<file path="src/hdl/prt_ram.sv">
// Generic single-write, single-read RAM with a registered read port.
module prt_ram #(
    parameter int WIDTH = 8,
    parameter int DEPTH = 64
) (
    input  logic                     clk,
    input  logic                     wr_en,
    input  logic [$clog2(DEPTH)-1:0] wr_addr,
    input  logic [WIDTH-1:0]         wr_data,
    input  logic                     rd_en,
    input  logic [$clog2(DEPTH)-1:0] rd_addr,
    output logic [WIDTH-1:0]         rd_data
);

    logic [WIDTH-1:0] mem [DEPTH];

    always_ff @(posedge clk)
    begin
        if (wr_en)
        begin
            mem[wr_addr] <= wr_data;
        end
        if (rd_en)
        begin
            rd_data <= mem[rd_addr];
        end
    end

endmodule

</file>
<file path="config.mk">
export PLATFORM = sky130hd
export DESIGN_NAME = prt_ram
export DESIGN_NICKNAME = d
export VERILOG_FILES = /design/src/hdl/prt_ram.sv
export SDC_FILE = /design/constraint.sdc
export NUM_CORES = 1
export LEC_CHECK = 0
export BUFFER_PORTS_ARGS = -buffer_cell sky130_fd_sc_hd__buf_2
export CORE_ASPECT_RATIO = 2
export CORE_MARGIN = 10
export CORE_UTILIZATION = 60
export DETAILED_ROUTE_END_ITERATION = 8
export PLACE_DENSITY_LB_ADDON = 0.12
export SYNTH_ARGS = -nofsm -noshare
export SYNTH_HDL_FRONTEND = slang
export SYNTH_SLANG_ARGS = --single-unit
</file>
<file path="constraint.sdc">
create_clock -name clk -period 2.7 [get_ports clk]
set_input_delay 0.27 -clock clk [delete_from_list [all_inputs] [get_ports clk]]
set_output_delay 0.27 -clock clk [all_outputs]
set_load 0.005 [all_outputs]
</file>
Word level (Yosys, flattened, before mapping)
Memories as Yosys holds them, arrays and structs flattened. A register that Yosys moved wholly into a read port is not among the register bits.
Cells that the tools add are included.
- bits in latches: 0
- input bits: 23
- bits in registers: 0
- bits in read-only memories: 0
- word-level logic and storage cells: 3
- memories: 1
- RAM bits: 512
- memory list (memory ; depth ; width ; read ports ; clocked after memory_dff ; wr ports ; line ; source):
    mem ; 64 ; 8 ; 1 ; 1 ; 1 ; 15 ; logic [WIDTH-1:0] mem [DEPTH];
- bitwise gates (word level): 0
- reductions and logical operators: 0
- $add $sub $neg: 0
- $lt $le $gt $ge: 0
- equal/unequal tests: 0
- div/mod/pow operators: 0
- shift operators: 0
- mux-type cells: 2
- multiply operators: 0
- operators by type and width (cell ; count):
    $mux W1 ; 2

Longest topological paths before layout
- word-level depth: 2
- depth in mapped cells: 9

Least setup slack after synthesis
Ideal clock, no wire load.
- kind: input to register
- from: in rd_addr[1]
- to: reg rd_data[3], read port of mem, data pin
- arrival time: 1.810 ns
- cell stages on the path: 7
- setup slack: 0.624 ns
- buffers on the path: 3
- setup time: 0.266 ns
- required time: 2.434 ns
- cell sequence: buf_4 > buf_2 > buf_2 > mux4_2 > mux4_2 > o21ai_1 > o41ai_1
- RTL lines (item ; line ; source):
    from (decl) ; 11 ; input logic [$clog2(DEPTH)-1:0] rd_addr,
    to (decl) ; 12 ; output logic [WIDTH-1:0] rd_data

==> impl_metrics.csv <==
group,metric,value,unit
cts,clk_latency,550,ps
global_route,grtUsageTotal,22.6,%
global_route,antenna_found_initial,2,
flow_run,maxCapViolCount,0,
power,power.internal,12900,uW
setup_path,rrSetupSlack,480,ps
logic_synthesis,synth_nets,963,
power,power_frac_clock,39.0,%
global_route,grt_pass1_vias,10400,
placed_design,pre_cts_ws,-86.6,ps
worst_hold_path,worstHoldPathType,"in2reg",
logic_synthesis,yosys_warnings,0,
floorplanning,die-area,41900,um^2
setup_path,cp-end-kind,"flip-flop",
drt,drtPass1Iterations,5,
power,p_comb_share,5.3,%
power,ir_drop,0.758,mV
drt,wire_per_inst,30.2,um
logic_synthesis,yosysSeqAreaShare,77.1,%
setup_path,worstPathRequired,3000,ps
drt,ant_nets,0,
logic_synthesis,netlist.area_leader.share,77.1,%
finish,layout_commonest_cell,"edfxtp_1",
cts,post_cts_resized,0,
placed_design,hpwl,31.2,mm
power,power_density,702,nW/um^2
sta,finalMaxSlewViolations,0,
setup_path,crit_path_max_fanout,1,
global_route,grt_max_degree,65,
finish,drive_gt1_share,31.1,%
logic_synthesis,avgSynthCellArea,21.5,um^2
drt,drc_errors,0,
finish,final_cell_mix,"edfxtp_1 (520), mux4_2 (126), buf_4 (108)",
placed_design,gp_congestion,0.846,
sta,hold_violations,0,
cts,cts_max_level,2,
power,sw_frac_of_total,20.1,%
cts,clock_path_buffers,3,
power,leakage,0.00737,uW
finish,syn_to_final_growth,13.4,%
floorplanning,rows,95,
drt,vias,9896,
sta,finalSetupTns,0,ps
floorplanning,boundaryPins,31,
logic_synthesis,ys_ff_latch,520,
power,power_switching,3240,uW
logic_synthesis,syn_inst,940,
sta,period_needed,2220,ps
floorplanning,core-area,33500,um^2
drt,drtIter0Drc,864,
global_route,overflow,0,
drt,viasPerCell,6.44,
cts,postCtsSetupBuffers,0,
sta,rsz0062_at_grt,"no",
power,pwr-share-seq,55.7,%
cts,root_buffer,"clkbuf_16",
cts,numCtsBuffers,42,
sta,slew-limit-headroom,50.1,%
cts,cts_sinks,520,
placed_design,port_buffers,30,
sta,skew,10.7,ps
sta,tightest_slew,748,ps
floorplanning,start_util,60.4,%
outcome,status,"finished, final reports clean",
setup_path,cp.arrival,2530,ps
setup_path,worstSetupPathType,"reg2reg",
floorplanning,die_height,280,um
finish,nets,1098,
logic_synthesis,syn_area,20200,um^2
cts,path_clk_slew,70,ps
sta,worst_slack,476,ps
setup_path,critPathLaunchType,"flip-flop",
logic_synthesis,synth_area_leaders,"edfxtp_1 (77%), mux4_2 (14%), nor2_1 (1.5%), mux2i_1 (1.1%), mux2_2 (0.72%)",
floorplanning,fp.dieW,150,um
logic_synthesis,synth_cell_types,39,
sta,setup_viol,0,
sta,period_share,82.4,%
drt,routed_wl,46.4,mm
logic_synthesis,yosys.area.top_type,"edfxtp_1",
global_route,grt_pass1_wl,68.9,mm
sta,max_clock_freq,450,MHz
finish,fillers,2166,
cts,cts_hold_buf,0,
cts,cts_tree,"built",
## final timing paths
path	startpoint	end	cells past startpoint
worst max register to register	mem[15][1]$_DFFE_PP_	rd_data[1]$_DFFE_PP_	5
worst max-delay path	mem[15][1]$_DFFE_PP_	rd_data[1]$_DFFE_PP_	5
worst min register to register	mem[22][1]$_DFFE_PP_	rd_data[1]$_DFFE_PP_	4
worst min-delay path	rd_en	rd_data[6]$_DFFE_PP_	1
## cell families after synthesis
kind of cell    synth area share, %
simple gates                   3.37
buf+inv                        1.56
mux                            15.9
compound gates                 2.06
flops                          77.1
## cell type report
cell class / count / area, um^2 / share of cell area [%]
sequential: 520 / 15600 / 68.0
antenna: 1 / 2.50 / 0.0109
clock inverter: 21 / 255 / 1.11
clock buffer: 48 / 1140 / 4.96
multi-input combinational: 369 / 4320 / 18.8
tap: 436 / 546 / 2.38
timing repair buffer: 142 / 1080 / 4.70
## layer usage
| layer | track usage, % | part of all wire, % |
|---|---|---|
| met1 | 25.9 | 34 |
| met2 | 41.3 | 56 |
| met3 | 2.65 | 4.7 |
| met4 | 10.0 | 4.6 |
| met5 | 0 | 0 |
## registers in the layout, indices dropped and copies added, names as in the netlist
register  cells
rd_data       8
mem         512
## cells in the mapped netlist
library cell and number:
a2111oi_0 2, a211oi_1 4, a21oi_1 3, a221oi_1 6, a22oi_1 3, a31oi_1 1
and2_1 1, buf_1 4, buf_12 2, buf_2 11, buf_4 13, buf_6 4
clkbuf_1 17, edfxtp_1 520, mux2_2 13, mux2i_1 23, mux4_2 126, nand2_1 19
nand2b_1 7, nand3_1 13, nand3b_1 3, nand4_1 2, nand4b_1 1, nor2_1 83
nor2b_1 14, nor3_1 7, nor4_1 2, o2111ai_1 3, o21a_1 2, o21ai_0 2
o21ai_1 2, o221a_2 2, o221ai_1 8, o22ai_1 8, o2bb2ai_1 3, o311ai_1 1
o32ai_1 2, o41ai_1 2, or3_1 1
## through the flow
| stage | total power [uW] | instance area, um^2 | hold slack, ps | utilization [%] | instances |
|---|---|---|---|---|---|
| 6_report | 16100 | 23000 | 115 | 68.5 | 1537 |
| 5_1_grt | 16500 | 23000 | 111 | 68.5 | 1537 |
| 4_1_cts | 16200 | 22900 | 106 | 68.5 | 1536 |
| 3_5_place_dp | 10000 | 21600 | 681 | 64.3 | 1467 |
| 3_3_place_gp | 9990 | 21600 | 685 | 64.3 | 1467 |
| 2_1_floorplan | 9610 | 20200 | 369 | - | 940 |
## worst max-delay path, cell delays in order, from the launching register on
cell,delay (ps)
edfxtp_1,370
mux4_2,490
mux4_2,540
nor2_1,310
nor3_1,110
o2bb2ai_1,150
## power by group through the flow
stage	combinational (uW)	clock (uW)	sequential (uW)
2_1_floorplan	476	0	9140
3_3_place_gp	854	0	9140
3_5_place_dp	865	0	9140
4_1_cts	867	6340	8970
5_1_grt	909	6640	8970
6_report	859	6290	8970
Power figures use the tool's default switching activity.
